<file path="src/rtl/nusc_pkg.sv">
`timescale 1ns / 1ps
// nusc_pkg: shared types and constants for the nal unit splitter/classifier
// no dependencies; imported by nusc_front, nusc_queue, nusc_back and the top level

package nusc_pkg;

  // fixed output field widths
  localparam int OUT_W = 32;
  localparam int HDR_N = 5;

  // queue between the byte front and the record back
  localparam int QDEPTH = 4;
  localparam int QIDX_W = 2;

  // codec_select codes
  localparam logic [1:0] CODEC_H264 = 2'd0;
  localparam logic [1:0] CODEC_H265 = 2'd1;
  localparam logic [1:0] CODEC_H266 = 2'd2;

  // register indexes
  localparam logic REG_CODEC_SELECT = 1'b0;

  // unit kinds
  localparam logic [2:0] KIND_VCL     = 3'd0;
  localparam logic [2:0] KIND_VPS     = 3'd1;
  localparam logic [2:0] KIND_SPS     = 3'd2;
  localparam logic [2:0] KIND_PPS     = 3'd3;
  localparam logic [2:0] KIND_SPS_EXT = 3'd4;
  localparam logic [2:0] KIND_APS     = 3'd5;
  localparam logic [2:0] KIND_OTHER   = 3'd6;

  // avc nal types
  localparam logic [4:0] AVC_VCL_LIMIT = 5'd6;
  localparam logic [4:0] AVC_SPS       = 5'd7;
  localparam logic [4:0] AVC_PPS       = 5'd8;
  localparam logic [4:0] AVC_SPS_EXT   = 5'd13;

  // hevc nal types
  localparam logic [6:0] HEVC_VPS = 7'd32;
  localparam logic [6:0] HEVC_SPS = 7'd33;
  localparam logic [6:0] HEVC_PPS = 7'd34;

  // vvc nal types
  localparam logic [4:0] VVC_VCL_LIMIT = 5'd12;
  localparam logic [4:0] VVC_VPS       = 5'd14;
  localparam logic [4:0] VVC_SPS       = 5'd15;
  localparam logic [4:0] VVC_PPS       = 5'd16;
  localparam logic [4:0] VVC_APS_A     = 5'd17;
  localparam logic [4:0] VVC_APS_B     = 5'd18;

  // one closed unit, header not yet decoded
  typedef struct packed {
    logic [OUT_W-1:0]          start;
    logic [OUT_W-1:0]          length;
    logic [2:0]                len_sat;  // length saturated at 7
    logic [HDR_N-1:0][7:0]     hdr;      // unit bytes at offsets 2..6
  } unit_rec_t;

  // everything one byte closes: at most two units
  typedef struct packed {
    logic      vld_a;
    logic      vld_b;
    unit_rec_t rec_a;
    unit_rec_t rec_b;
  } rec_pair_t;

endpackage

</file>
<file path="src/rtl/nusc_byte_if.sv">
`timescale 1ns / 1ps
// nusc_byte_if: input byte channel, valid/ready with byte payload
// no dependencies

interface nusc_byte_if;
  logic       valid;
  logic       ready;
  logic [7:0] data_byte;
  logic       end_of_stream;

  modport source (output valid, output data_byte, output end_of_stream, input ready);
  modport sink (input valid, input data_byte, input end_of_stream, output ready);
endinterface

</file>
<file path="src/rtl/nusc_unit_if.sv">
`timescale 1ns / 1ps
// nusc_unit_if: output unit record channel, valid/ready with record payload
// no dependencies

interface nusc_unit_if;
  logic              valid;
  logic              ready;
  logic [31:0]       unit_start;
  logic [31:0]       unit_length;
  logic [2:0]        unit_kind;
  logic signed [3:0] temporal_id;
  logic [7:0]        param_set_id;
  logic              last_of_run;

  modport source (output valid, output unit_start, output unit_length, output unit_kind,
                  output temporal_id, output param_set_id, output last_of_run,
                  input ready);
  modport sink (input valid, input unit_start, input unit_length, input unit_kind,
                input temporal_id, input param_set_id, input last_of_run,
                output ready);
endinterface

</file>
<file path="src/rtl/nusc_front.sv">
`timescale 1ns / 1ps
// nusc_front: start code scan and unit boundary tracking, one byte per cycle
// unless q_full; uses nusc_pkg, nusc_byte_if; feeds closed units to nusc_queue

module nusc_front import nusc_pkg::*; #(
  parameter int POSITION_BITS = 32
) (
  input  logic       clk,
  input  logic       rst,
  nusc_byte_if.sink  in_ch,
  input  logic       q_full,
  output logic       push,
  output rec_pair_t  push_data
);

  localparam int PW = POSITION_BITS;

  logic [PW-1:0]          byte_count, byte_count_next;
  logic [PW-1:0]          unit_begin, unit_begin_next;
  logic [1:0]             zero_run, zero_run_next;
  logic [2:0]             offset_in_unit, offset_in_unit_next;
  logic [HDR_N-1:0][7:0]  header_bytes, header_bytes_next;

  logic                   accept;
  logic [HDR_N-1:0][7:0]  hdr_w;
  logic [2:0]             off_inc;
  logic                   sc_hit, close_a, close_b;
  logic [PW-1:0]          span, len_a, len_end, len_b, sc_pos;

  // pack a unit into a queue record
  function automatic unit_rec_t make_rec(input logic [PW-1:0] beg,
                                         input logic [PW-1:0] len,
                                         input logic [HDR_N-1:0][7:0] hdr);
    logic [PW+OUT_W-1:0] beg_x;
    logic [PW+OUT_W-1:0] len_x;
    unit_rec_t           r;
    beg_x     = {{OUT_W{1'b0}}, beg};
    len_x     = {{OUT_W{1'b0}}, len};
    r.start   = beg_x[OUT_W-1:0];
    r.length  = len_x[OUT_W-1:0];
    r.len_sat = (|len[PW-1:3]) ? 3'd7 : len[2:0];
    r.hdr     = hdr;
    return r;
  endfunction

  assign in_ch.ready = !q_full;
  assign accept      = in_ch.valid && in_ch.ready;

  // byte bookkeeping and boundary decisions
  always_comb begin
    hdr_w = header_bytes;
    if (offset_in_unit >= 3'd2 && offset_in_unit <= 3'd6) begin
      hdr_w[offset_in_unit - 3'd2] = in_ch.data_byte;
    end
    off_inc = (offset_in_unit != 3'd7) ? offset_in_unit + 3'd1 : offset_in_unit;

    sc_hit  = (zero_run == 2'd2) && (in_ch.data_byte == 8'd1);
    sc_pos  = byte_count - PW'(2);
    span    = byte_count - unit_begin;
    len_a   = span - PW'(2);
    len_end = span + PW'(1);
    close_a = sc_hit && (len_a >= PW'(2));

    // final unit either runs from the start code just seen or from the old start
    len_b   = close_a ? PW'(3) : len_end;
    close_b = in_ch.end_of_stream && (close_a || (len_end >= PW'(2)));

    unit_begin_next     = close_a ? sc_pos : unit_begin;
    offset_in_unit_next = close_a ? 3'd3 : off_inc;
    header_bytes_next   = close_a ? (HDR_N * 8)'(8'd1) : hdr_w;
    zero_run_next       = (in_ch.data_byte != 8'd0) ? 2'd0 :
                          (zero_run != 2'd2) ? zero_run + 2'd1 : zero_run;
    byte_count_next     = byte_count + PW'(1);

    push_data.vld_a = close_a;
    push_data.vld_b = close_b;
    push_data.rec_a = make_rec(unit_begin, len_a, hdr_w);
    push_data.rec_b = make_rec(unit_begin_next, len_b, header_bytes_next);
    push            = accept && (close_a || close_b);
  end

  // stream state, cleared again after the last byte
  always_ff @(posedge clk) begin
    if (rst) begin
      byte_count     <= '0;
      unit_begin     <= '0;
      zero_run       <= '0;
      offset_in_unit <= '0;
      header_bytes   <= '0;
    end else if (accept) begin
      if (in_ch.end_of_stream) begin
        byte_count     <= '0;
        unit_begin     <= '0;
        zero_run       <= '0;
        offset_in_unit <= '0;
        header_bytes   <= '0;
      end else begin
        byte_count     <= byte_count_next;
        unit_begin     <= unit_begin_next;
        zero_run       <= zero_run_next;
        offset_in_unit <= offset_in_unit_next;
        header_bytes   <= header_bytes_next;
      end
    end
  end

endmodule

</file>
<file path="src/rtl/nusc_queue.sv">
`timescale 1ns / 1ps
// nusc_queue: short fifo of closed-unit records between front and back
// depends on nusc_pkg

module nusc_queue import nusc_pkg::*; (
  input  logic      clk,
  input  logic      rst,
  input  logic      push,
  input  rec_pair_t wdata,
  output logic      full,
  input  logic      pop,
  output rec_pair_t rdata,
  output logic      empty
);

  rec_pair_t         slots [QDEPTH];
  logic [QIDX_W-1:0] wr_ptr, rd_ptr;
  logic [QIDX_W:0]   count;

  assign full  = (count == (QIDX_W + 1)'(QDEPTH));
  assign empty = (count == '0);
  assign rdata = slots[rd_ptr];

  // record storage
  always_ff @(posedge clk) begin
    if (push) begin
      slots[wr_ptr] <= wdata;
    end
  end

  // pointers and fill level
  always_ff @(posedge clk) begin
    if (rst) begin
      wr_ptr <= '0;
      rd_ptr <= '0;
      count  <= '0;
    end else begin
      if (push) begin
        wr_ptr <= wr_ptr + QIDX_W'(1);
      end
      if (pop) begin
        rd_ptr <= rd_ptr + QIDX_W'(1);
      end
      if (push && !pop) begin
        count <= count + (QIDX_W + 1)'(1);
      end else if (pop && !push) begin
        count <= count - (QIDX_W + 1)'(1);
      end
    end
  end

endmodule

</file>
<file path="src/rtl/nusc_back.sv">
`timescale 1ns / 1ps
// nusc_back: header decode and registered record output, one record per cycle
// unless stalled; depends on nusc_pkg and nusc_unit_if; drains nusc_queue

module nusc_back import nusc_pkg::*; (
  input  logic        clk,
  input  logic        rst,
  input  rec_pair_t   head,
  input  logic        q_empty,
  output logic        q_pop,
  input  logic [1:0]  codec_select,
  nusc_unit_if.source out_ch
);

  logic              sel, sel_next;
  logic              take_a, is_last, load;
  unit_rec_t         cand;
  logic [2:0]        kind;
  logic signed [3:0] tid;
  logic [7:0]        psid;

  // unit byte at offset k, zero outside offsets 2..6 or at or past the unit length
  function automatic logic [7:0] ubyte(input unit_rec_t r, input logic [2:0] k);
    logic [7:0] b;
    b = 8'd0;
    if (k >= 3'd2 && k <= 3'd6 && k < r.len_sat) begin
      b = r.hdr[k - 3'd2];
    end
    return b;
  endfunction

  // header decode under the selected codec rules
  always_comb begin
    logic       short_sc;
    logic [7:0] h0, h1, h2;
    short_sc = (ubyte(cand, 3'd2) == 8'd1);
    h0   = short_sc ? ubyte(cand, 3'd3) : ubyte(cand, 3'd4);
    h1   = short_sc ? ubyte(cand, 3'd4) : ubyte(cand, 3'd5);
    h2   = short_sc ? ubyte(cand, 3'd5) : ubyte(cand, 3'd6);
    kind = KIND_OTHER;
    tid  = 4'sd0;
    psid = 8'd0;
    case (codec_select)
      CODEC_H264: begin
        if (h0[4:0] < AVC_VCL_LIMIT) kind = KIND_VCL;
        else if (h0[4:0] == AVC_SPS) kind = KIND_SPS;
        else if (h0[4:0] == AVC_PPS) kind = KIND_PPS;
        else if (h0[4:0] == AVC_SPS_EXT) kind = KIND_SPS_EXT;
      end
      CODEC_H265: begin
        if (h0[7:1] < HEVC_VPS) kind = KIND_VCL;
        else if (h0[7:1] == HEVC_VPS) kind = KIND_VPS;
        else if (h0[7:1] == HEVC_SPS) kind = KIND_SPS;
        else if (h0[7:1] == HEVC_PPS) kind = KIND_PPS;
      end
      CODEC_H266: begin
        if (h1[7:3] < VVC_VCL_LIMIT) kind = KIND_VCL;
        else if (h1[7:3] == VVC_VPS) kind = KIND_VPS;
        else if (h1[7:3] == VVC_SPS) kind = KIND_SPS;
        else if (h1[7:3] == VVC_PPS) kind = KIND_PPS;
        else if (h1[7:3] == VVC_APS_A || h1[7:3] == VVC_APS_B) kind = KIND_APS;
        tid = $signed({1'b0, h1[2:0]} - 4'd1);
        if (kind == KIND_APS) psid = h2;
      end
      default: begin
        kind = KIND_OTHER;
      end
    endcase
  end

  // pick the next record of the head entry
  always_comb begin
    take_a   = head.vld_a && !sel;
    cand     = take_a ? head.rec_a : head.rec_b;
    is_last  = !take_a || !head.vld_b;
    load     = !q_empty && (!out_ch.valid || out_ch.ready);
    q_pop    = load && is_last;
    sel_next = load ? !is_last : sel;
  end

  // output register and pair position
  always_ff @(posedge clk) begin
    if (rst) begin
      out_ch.valid <= 1'b0;
      sel          <= 1'b0;
    end else begin
      sel <= sel_next;
      if (load) begin
        out_ch.valid <= 1'b1;
      end else if (out_ch.ready) begin
        out_ch.valid <= 1'b0;
      end
    end
  end

  always_ff @(posedge clk) begin
    if (load) begin
      out_ch.unit_start   <= cand.start;
      out_ch.unit_length  <= cand.length;
      out_ch.unit_kind    <= kind;
      out_ch.temporal_id  <= tid;
      out_ch.param_set_id <= psid;
      out_ch.last_of_run  <= is_last;
    end
  end

endmodule

</file>
<file path="src/rtl/nal_unit_splitter_classifier.sv">
`timescale 1ns / 1ps
// nal_unit_splitter_classifier: top level, apb register, front/queue/back
// depends on nusc_pkg, nusc_byte_if, nusc_unit_if, nusc_front, nusc_queue, nusc_back
//
//   channel   dir  carries                                        handshake
//   in_ch     in   data_byte, end_of_stream                       valid/ready
//   out_ch    out  unit_start, unit_length, unit_kind,
//                  temporal_id, param_set_id, last_of_run         valid/ready
//   apb       in   codec_select at byte address 0                 psel/penable
//
// one byte is taken per cycle while the record queue (4 entries) has room
// a record reaches the output register through a queue slot after its closing byte
// a byte that closes two units puts two records in one queue entry
// synchronous reset clears all stream state, codec_select and the queue
// output stalls fill the queue, then input ready drops

module nal_unit_splitter_classifier import nusc_pkg::*; #(
  parameter int POSITION_BITS = 32
) (
  input  logic        clk,
  input  logic        rst,
  nusc_byte_if.sink   in_ch,
  nusc_unit_if.source out_ch,
  input  logic        psel,
  input  logic        penable,
  input  logic        pwrite,
  input  logic [2:0]  paddr,
  input  logic [31:0] pwdata,
  output logic [31:0] prdata,
  output logic        pready
);

  logic [1:0] codec_select;
  logic       reg_wr;
  logic       q_full, q_empty, q_push, q_pop;
  rec_pair_t  q_wdata, q_rdata;

  // configuration register
  assign pready = 1'b1;
  assign reg_wr = psel && penable && pwrite && pready;

  always_ff @(posedge clk) begin
    if (rst) begin
      codec_select <= CODEC_H264;
    end else if (reg_wr && paddr[2] == REG_CODEC_SELECT) begin
      codec_select <= pwdata[1:0];
    end
  end

  assign prdata = (paddr[2] == REG_CODEC_SELECT) ? {30'd0, codec_select} : 32'd0;

  // byte scanner
  nusc_front #(
    .POSITION_BITS(POSITION_BITS)
  ) u_front (
    .clk       (clk),
    .rst       (rst),
    .in_ch     (in_ch),
    .q_full    (q_full),
    .push      (q_push),
    .push_data (q_wdata)
  );

  // record queue
  nusc_queue u_queue (
    .clk   (clk),
    .rst   (rst),
    .push  (q_push),
    .wdata (q_wdata),
    .full  (q_full),
    .pop   (q_pop),
    .rdata (q_rdata),
    .empty (q_empty)
  );

  // decode and output
  nusc_back u_back (
    .clk          (clk),
    .rst          (rst),
    .head         (q_rdata),
    .q_empty      (q_empty),
    .q_pop        (q_pop),
    .codec_select (codec_select),
    .out_ch       (out_ch)
  );

  // no record right after reset
  a_idle_after_reset: assert property (@(posedge clk) (!rst && $past(rst)) |-> !out_ch.valid)
    else $error("output valid right after reset");

  // every reported unit spans at least two bytes
  a_min_length: assert property (@(posedge clk) disable iff (rst)
    out_ch.valid |-> out_ch.unit_length >= 32'd2)
    else $error("unit shorter than two bytes");

  // ids only come from vvc headers
  a_ids_vvc_only: assert property (@(posedge clk) disable iff (rst)
    (out_ch.valid && codec_select != CODEC_H266) |->
      (out_ch.temporal_id == 4'sd0 && out_ch.param_set_id == 8'd0))
    else $error("temporal or aps id set outside vvc");

  // aps id only on aps units
  a_psid_aps_only: assert property (@(posedge clk) disable iff (rst)
    (out_ch.valid && out_ch.param_set_id != 8'd0) |-> out_ch.unit_kind == KIND_APS)
    else $error("aps id on a non-aps unit");

endmodule
</file>
<file path="src/flat_wrapper.sv">
// flat-port wrapper written by rule: the top's interface ports become plain ports
module nal_unit_splitter_classifier_flat import nusc_pkg::*;
#(
  parameter int POSITION_BITS = 32
)
  (clk, rst, psel, penable, pwrite, paddr, pwdata, prdata, pready, in_ch_valid, in_ch_data_byte, in_ch_end_of_stream, in_ch_ready, out_ch_valid, out_ch_unit_start, out_ch_unit_length, out_ch_unit_kind, out_ch_temporal_id, out_ch_param_set_id, out_ch_last_of_run, out_ch_ready);
  nusc_byte_if in_ch_i ();
  nusc_unit_if out_ch_i ();
  input  logic clk;
  input  logic rst;
  input  logic psel;
  input  logic penable;
  input  logic pwrite;
  input  logic [2:0] paddr;
  input  logic [31:0] pwdata;
  output logic [31:0] prdata;
  output logic pready;
  input wire logic [$bits(in_ch_i.valid)-1:0] in_ch_valid;
  input wire logic [$bits(in_ch_i.data_byte)-1:0] in_ch_data_byte;
  input wire logic [$bits(in_ch_i.end_of_stream)-1:0] in_ch_end_of_stream;
  output wire logic [$bits(in_ch_i.ready)-1:0] in_ch_ready;
  output wire logic [$bits(out_ch_i.valid)-1:0] out_ch_valid;
  output wire logic [$bits(out_ch_i.unit_start)-1:0] out_ch_unit_start;
  output wire logic [$bits(out_ch_i.unit_length)-1:0] out_ch_unit_length;
  output wire logic [$bits(out_ch_i.unit_kind)-1:0] out_ch_unit_kind;
  output wire logic [$bits(out_ch_i.temporal_id)-1:0] out_ch_temporal_id;
  output wire logic [$bits(out_ch_i.param_set_id)-1:0] out_ch_param_set_id;
  output wire logic [$bits(out_ch_i.last_of_run)-1:0] out_ch_last_of_run;
  input wire logic [$bits(out_ch_i.ready)-1:0] out_ch_ready;
  assign in_ch_i.valid = in_ch_valid;
  assign in_ch_i.data_byte = in_ch_data_byte;
  assign in_ch_i.end_of_stream = in_ch_end_of_stream;
  assign in_ch_ready = in_ch_i.ready;
  assign out_ch_valid = out_ch_i.valid;
  assign out_ch_unit_start = out_ch_i.unit_start;
  assign out_ch_unit_length = out_ch_i.unit_length;
  assign out_ch_unit_kind = out_ch_i.unit_kind;
  assign out_ch_temporal_id = out_ch_i.temporal_id;
  assign out_ch_param_set_id = out_ch_i.param_set_id;
  assign out_ch_last_of_run = out_ch_i.last_of_run;
  assign out_ch_i.ready = out_ch_ready;
  nal_unit_splitter_classifier #(.POSITION_BITS(POSITION_BITS)) u_core (.clk(clk), .rst(rst), .in_ch(in_ch_i), .out_ch(out_ch_i), .psel(psel), .penable(penable), .pwrite(pwrite), .paddr(paddr), .pwdata(pwdata), .prdata(prdata), .pready(pready));
endmodule
</file>
<file path="config.mk">
export PLATFORM = sky130hd
export DESIGN_NAME = nal_unit_splitter_classifier_flat
export DESIGN_NICKNAME = d
export VERILOG_FILES = /design/src/rtl/nusc_pkg.sv /design/src/rtl/nusc_byte_if.sv /design/src/rtl/nusc_unit_if.sv /design/src/rtl/nusc_front.sv /design/src/rtl/nusc_queue.sv /design/src/rtl/nusc_back.sv /design/src/rtl/nal_unit_splitter_classifier.sv /design/src/flat_wrapper.sv
export SDC_FILE = /design/constraint.sdc
export NUM_CORES = 1
export LEC_CHECK = 0
export ABC_AREA = 1
export BUFFER_PORTS_ARGS = -buffer_cell sky130_fd_sc_hd__buf_4
export CAP_MARGIN = 20
export CORE_MARGIN = 10
export CORE_UTILIZATION = 45
export DETAILED_ROUTE_END_ITERATION = 10
export PLACE_DENSITY = 0.72
export SLEW_MARGIN = 20
export SYNTH_ARGS = -nofsm -noshare
export SYNTH_HDL_FRONTEND = slang
export SYNTH_SLANG_ARGS = --single-unit
export TNS_END_PERCENT = 10
</file>
<file path="constraint.sdc">
create_clock -name clk -period 12.5 [get_ports clk]
set_input_delay 1.875 -clock clk [delete_from_list [all_inputs] [get_ports clk]]
set_output_delay 1.875 -clock clk [all_outputs]
set_load 0.05 [all_outputs]
</file>
After elaboration in Yosys (flattened, before gate mapping)
Memory sizes are Yosys's and may differ from the RTL's. A register that Yosys moved wholly into a read port is not among the register bits.
Cells that the tools add are included.
{ "totals": {"register_bits": 200, "mem_bits_rw": 864, "in_bits": 51, "output_inout_bits": 115, "wordCells": 162, "memories": 1} }
{ "memory_table": {"columns": ["memory", "depth", "width", "read_ports", "rd_clocked_by_memory_dff", "wr", "line", "source"], "rows": [
  ["u_core.u_queue.slots", 4, 216, 1, 1, 1, "nusc_queue.sv:16", "rec_pair_t slots [QDEPTH];"]
]} }
{ "classes": {"n_addsub": 13, "n_lt_le_gt_ge": 14, "n_eq_ne": 20, "mux": 51, "n_bitwise": 1, "reduce_logical": 41} }
{ "ops": {"columns": ["cell", "count"], "rows": [
  ["32-bit 2-to-1 mux", 4],
  ["40-bit 2-to-1 mux", 3],
  ["107-bit 2-to-1 mux", 1],
  ["8-bit 2-to-1 mux", 9],
  ["32-bit by 1-bit adder with 32-bit output, second input constant", 2],
  ["32-bit by 2-bit >= comparator with 1-bit output, second input constant", 2],
  ["32-bit by 2-bit subtractor with 32-bit output, second input constant", 2],
  ["29-bit OR reduction", 2],
  ["3-bit 2-to-1 mux", 19],
  ["40-bit bitwise mux", 1],
  ["32-bit subtractor", 1],
  ["8-bit demux with 3-bit select", 1],
  ["7-bit by 6-bit == test with 1-bit output, second input constant", 3],
  ["5-bit by 4-bit == test with 1-bit output, second input constant", 4],
  ["8-bit by 1-bit == test with 1-bit output, second input constant", 2],
  ["2-bit 2-to-1 mux", 8],
  ["5-bit == test, second input constant", 3],
  ["1-bit logical AND", 15],
  ["1-bit zero test", 9],
  ["3-bit less-than comparator, first input constant", 3],
  ["3-bit one-hot mux with 3 select lines", 1],
  ["8-bit nonzero test", 1],
  ["7-bit by 6-bit less-than comparator with 1-bit output, second input constant", 1],
  ["2-bit by 1-bit adder with 2-bit output, second input constant", 3],
  ["25 further kinds", 40]
]} }

Longest topological paths before layout
{ "logic_depth": {"depth_word": 17, "depth_mapped": 35, "mapped_depth_nobuf": 35} }

Hierarchy
A second synthesis with hierarchy kept.
{ "unflattened": {"hier_cells": 5023, "area_unflattened_um2": 49745.2} }
{ "by_module_without_submodules": {"columns": ["module", "n_inst", "cells_per_inst", "area_each_um2"], "rows": [
  ["nusc_queue", 1, 2146, 32477.4],
  ["nusc_front", 1, 2184, 12076.6],
  ["nusc_back", 1, 636, 4820.9],
  ["nal_unit_splitter_classifier", 1, 57, 370.4]
]} }

Worst setup path before layout
OpenSTA, ideal clock, no wires.
{ "synth_path": {"path_type": "flip-flop to flip-flop", "from": "reg u_core.u_front.byte_count[0]", "to": "mem u_core.u_queue.slots[0][0] (netlist bit), enable pin", "arrival_time_ns": 12.202, "t_required_ns": 11.703, "path_slack_ns": -0.499, "stages_incl_launch_ff": 26, "n_path_buf": 0, "path_cell_list": "dfxtp_1 -> inv_1 -> ha_1 -> inv_1 -> fa_1 -> nand2_1 -> inv_1 -> nor2_1 -> ha_1 -> nand2_1 -> inv_1 -> nand2_1 -> nor2_1 -> nand3_1 -> nor2_1 -> nand3_1 -> nor2_1 -> nand3_1 -> nor2_1 -> xor2_1 -> nor2_1 -> nand3_1 -> nor2_2 -> nand2_1 -> nand3_2 -> nor2_1"} }
{ "synth_via": {"elab_chain_len": 10} }
{ "synth_rtl": {"columns": ["element", "line", "source"], "rows": [
  ["start: declaration", "nusc_front.sv:18", "logic [PW-1:0] byte_count, byte_count_next;"],
  ["start signal: assignment", "nusc_front.sv:98", "byte_count <= byte_count_next;"],
  ["32-bit subtractor *", "nusc_front.sv:59", "span = byte_count - unit_begin;"],
  ["32-bit by 2-bit subtractor with 32-bit output", "nusc_front.sv:60", "len_a = span - PW'(2);"],
  ["32-bit by 2-bit >= comparator with 1-bit output", "nusc_front.sv:62", "close_a = sc_hit && (len_a >= PW'(2));"],
  ["1-bit logical AND", "nusc_front.sv:62", null],
  ["1-bit logical OR", "nusc_front.sv:66", "close_b = in_ch.end_of_stream && (close_a || (len_end >= PW'(2)));"],
  ["1-bit logical AND", "nusc_front.sv:66", null],
  ["1-bit logical OR *", "nusc_front.sv:79", "push = accept && (close_a || close_b);"],
  ["1-bit logical AND *", "nusc_front.sv:79", null],
  ["1-bit 2-to-1 mux *", "nusc_queue.sv:26", "if (push) begin"],
  ["1-bit 2-to-1 mux (not written as such) *", "nusc_queue.sv:27", "slots[wr_ptr] <= wdata;"],
  ["end: declaration", "nusc_queue.sv:16", null]
]} }
Every way passes the cells marked *; elsewhere a longest branch is shown, timed or not.

==> impl_results.md <==
* LEAKAGE at between 20 and 25 nW
* Slew @ Worst Pin at approximately 1.2 ns
* Ys async rst share at 0%
* Synth Area in XOR/XNOR at 0.981%
* Root Buffer: clkbuf_16
* Sequential share of power at 40.7%
* 1st-pass router iterations at 6
* WL final at roughly 120000 um
* Clock Skew at ~0.068 ns
* Setup violators final at 0
* Number of CTS-inserted buffers at between 100 and 150
* Die ar. at 121000 um2
* Setup Crit Path Kind: reg2reg
* Cell Pwr Density at 206 nW/um2
* Hold Vio Cnt, Final at 0
* Placed Instances at between 6k and 7k
* Total GRT Usage at around a fifth
* Compound-Gate Fraction of Synth Area at 10.6%
* Pins Over Slew Limit at 0
* Die X at about 350 um
* R2R Path End: u_core.u_queue.slots[2][173]
* Crit Path Max Fanout at 143
* PortBufs at 102
* Pin count of the biggest net entering global routing at 166
* Layout cells sized above 1 at 8.76%
* First-pass GRT wire length at 187000 um
* Number of global-route vias before repair at 32.8k
* Post-Synth Simple-Gate Area at 17.5%
* Syn-to-layout area delta at 11.3%
* Die span in y at 347 um
* Clock sink count at 1066
* Crit end category: flip-flop
* Min-Delay Path Class: reg2reg
* Clock power share at approximately 28%
* Status: completed
* Post-CTS setup buffers at 0
* Drc violations at 0
* Critical path required time at 12.80 ns
* Period utilization at 60.4%
* Min-Delay Startpoint: u_core.u_front.header_bytes[18]
* Critical Path Source Type: flip-flop
* CTS H-Tree Depth at 3
* WHS Endpoint: u_core.u_front.header_bytes[18]
* CTS max path bufs at 3
* Initial antenna violation count at 1
* Largest family of logic cells by synthesized area: simple AND/OR/NAND/NOR gates
* Reg-to-reg startpoint: u_core.u_front.byte_count[0]
* IR drop worst, VDD at 0.142 mV
* CTS resizes at 0
* Critical path's slowest cell: buf_4
* CTS tree: done
* Non-filler cells, final at between 6k and 7k
* Post-layout power at 0.0111 W
* Psw at 0.00407 W
* Post-CTS Hold Buffers at 0
* Number of synthesized flops with an enable pin at 944
* Routability cong. at about 0.93
* Sequential area share after synthesis at 63.9%
* I/O pin count at between 150 and 200
* Reg-to-reg slack, setup at roughly 4.9 ns
* Cell Int Power at 0.00698 W
* GRT Residual Overflow at 0
* Critical path depth in cells at 26
* Vias at 34.5k
* Max-cap violations at 0
* Post-DP HPWL at 74300 um
* Final core occ at 50.6%
* Post-route antenna net violation count at 0
* Yosys warns at 0
* Syn Inst Count at 4782
* # diodes at 0
* RSZ-0062 raised after global routing: false
* Peak Freq at 132 MHz
* Worst skew pair latency at roughly 0.7 ns
* R2R cell count at 26
* Core Rows at 119
* Mapped Avg Cell Area at 10.1 um2
* Starting Density at 45.5%
* Combinational Power Share at 30.9%
* Synthesized flop and latch total at about 1.1k
* Synth Flop Type: edfxtp_1
* Mux contribution to synthesized area at 0%
* Top cell by count, worst path: nand2_1
* Sw Ratio at 36.9%
* Fill cell count at 9234
* Max incr delay on CP at 0.79 ns
* Hold depth at 2
* Register clock-pin slew on the reported worst setup and hold paths at 0.06 ns
* CP top delay family: simple AND/OR/NAND/NOR gates
* Post-synthesis adder-cell area fraction at 1.33%
* Core area at 106000 um2
* Vias/cell at 5.48
* Arrival @ worst endpoint at 7.85 ns
* Crit path time final at 7.55 ns
* Worst Path Buf+Inv at 5
* DR WL/cell at 19.3 um
* Unique masters post-synth at 61
* DR iter-0 viols at 3188
* Post-Syn Area at 48200 um2
* Max_slew headroom at roughly a fifth
* Final #Nets at 4910
worst register-to-register path: stages (launching register included):
cell and delay [ns]:
dfxtp_1 0.41, inv_1 0.15, ha_1 0.26, inv_1 0.14, fa_1 0.52, inv_1 0.23, ha_1 0.26, nand3_1 0.14
nor2_4 0.15, nand3_1 0.13, nor2_2 0.16, nand2_2 0.12, nor2_8 0.18, nand2_1 0.07, nor2_1 0.21, nand2_1 0.08
nand2_1 0.06, nand2_1 0.07, nand2_1 0.10, nor2_2 0.06, nand3_1 0.20, nand2_2 0.55, nand2_1 0.37, nand3_2 0.30
nor2_4 0.51, buf_4 0.79, buf_12 0.74
registers in the layout, indices dropped and copies added (netlist names), named ones only:
| name | cells |
|---|---|
| u_core.u_front.zero_run | 2 |
| u_core.u_front.offset_in_unit | 3 |
| u_core.u_front.header_bytes | 40 |
| u_core.u_queue.count | 3 |
| u_core.u_queue.rd_ptr | 2 |
| u_core.u_front.unit_begin | 32 |
| u_core.u_queue.slots | 864 |
| u_core.u_back.out_ch.last_of_run | 1 |
| u_core.u_back.out_ch.temporal_id | 4 |
| u_core.u_back.out_ch.param_set_id | 8 |
| u_core.u_back.out_ch.unit_start | 32 |
| u_core.u_front.byte_count | 32 |
| u_core.u_back.sel | 1 |
| u_core.u_back.out_ch.unit_length | 32 |
| u_core.codec_select | 2 |
| u_core.u_back.out_ch.unit_kind | 3 |
| u_core.u_back.out_ch.valid | 1 |
| u_core.u_queue.wr_ptr | 2 |
power groups by stage:
stage	Sequential [W]	Combinational, W	Clock (W)
2_1_floorplan	0.00503	0.00188	0
3_3_place_gp	0.00456	0.00336	0
3_5_place_dp	0.00457	0.00342	0
4_1_cts	0.00449	0.00343	0.00318
5_1_grt	0.00452	0.00372	0.00334
6_report	0.00449	0.00342	0.00314
metrics by stage:
step	worst slack, ns	instance area (um2)	hold slack (ns)	setup TNS [ns]
3_3_place_gp	5.09	50100	0.442	0
5_1_grt	4.44	53600	0.479	0
2_1_floorplan	-0.499	48300	0.436	-431.56
3_5_place_dp	5.04	50100	0.455	0
4_1_cts	5.00	53600	0.464	0
6_report	4.95	53600	0.464	0
synthesized netlist by cell type, drive strengths merged, types with 8 or more instances:
cell type	n	share of area, %
a32oi	12	0.22
nor4	12	0.16
nor2	866	7.1
nor3	47	0.53
a31oi	69	0.90
a211oi	8	0.12
buf	92	1.1
nand4	45	0.58
clkbuf	154	1.2
o21ai	462	4.8
a21oi	180	1.9
o211ai	14	0.22
o21a	12	0.19
dfxtp	122	5.1
o22ai	68	0.88
edfxtp	944	59
ha	48	1.2
o221ai	44	0.80
xor2	52	0.95
or2	8	0.10
inv	430	3.3
o41ai	10	0.18
nand2	872	7.0
nand3	166	1.8
layout make-up:
class	count	area, um2	share of cell area, %
clock buffers	133	2830	5.28
clock inverters	63	643	1.20
inverters	433	1640	3.07
multi-input cells	3066	14800	27.7
flip-flops and latches	1066	30800	57.4
well taps	1391	1740	3.25
repair buffers	138	1120	2.09
worst max path at each step:
stage | endpoint | startpoint | slack (ns)
after global routing | u_core.u_queue.slots[2][173] | u_core.u_front.byte_count[0] | 4.44
after detailed placement | u_core.u_queue.slots[2][172] | u_core.u_front.byte_count[0] | 5.04
after global placement | u_core.u_queue.slots[2][172] | u_core.u_front.byte_count[0] | 5.09
final | u_core.u_queue.slots[2][173] | u_core.u_front.byte_count[0] | 4.95
after CTS | u_core.u_queue.slots[2][173] | u_core.u_front.byte_count[0] | 5.00
after floorplan | u_core.u_queue.slots[0][0] | u_core.u_front.byte_count[0] | -0.50
cell families after synthesis:
| family | count (synthesis) |
|---|---|
| xor gates and xnor gates | 54 |
| adders and majority gates | 50 |
| buffers and inverters | 679 |
| and+or+nand+nor | 2030 |
| other | 2 |
| DFF | 1066 |
| AOI/OAI and AO/OA | 901 |
layer usage:
metal | global-route usage, % | wire length, um | vias up | share of wire, %
li1 | - | - | 16500 | -
met1 | 24.4 | 49600 | 16700 | 41
met2 | 34.4 | 61500 | 1110 | 51
met3 | 2.64 | 7290 | 194 | 6.0
met4 | 5.88 | 3030 | 0 | 2.5
met5 | 0 | 0 | - | 0
layout by cell type, fill, tap and decap left out, drive strengths merged, types with 122 or more instances in the layout:
cell type  synthesis  final
inv              430    434
nand3            166    166
dfxtp            122    122
edfxtp           944    944
clkbuf           154    133
nor2             866    866
o21ai            462    462
nand2            872    872
a21oi            180    180
buf               92    138
No activity file was read; power rests on OpenSTA's default activity.
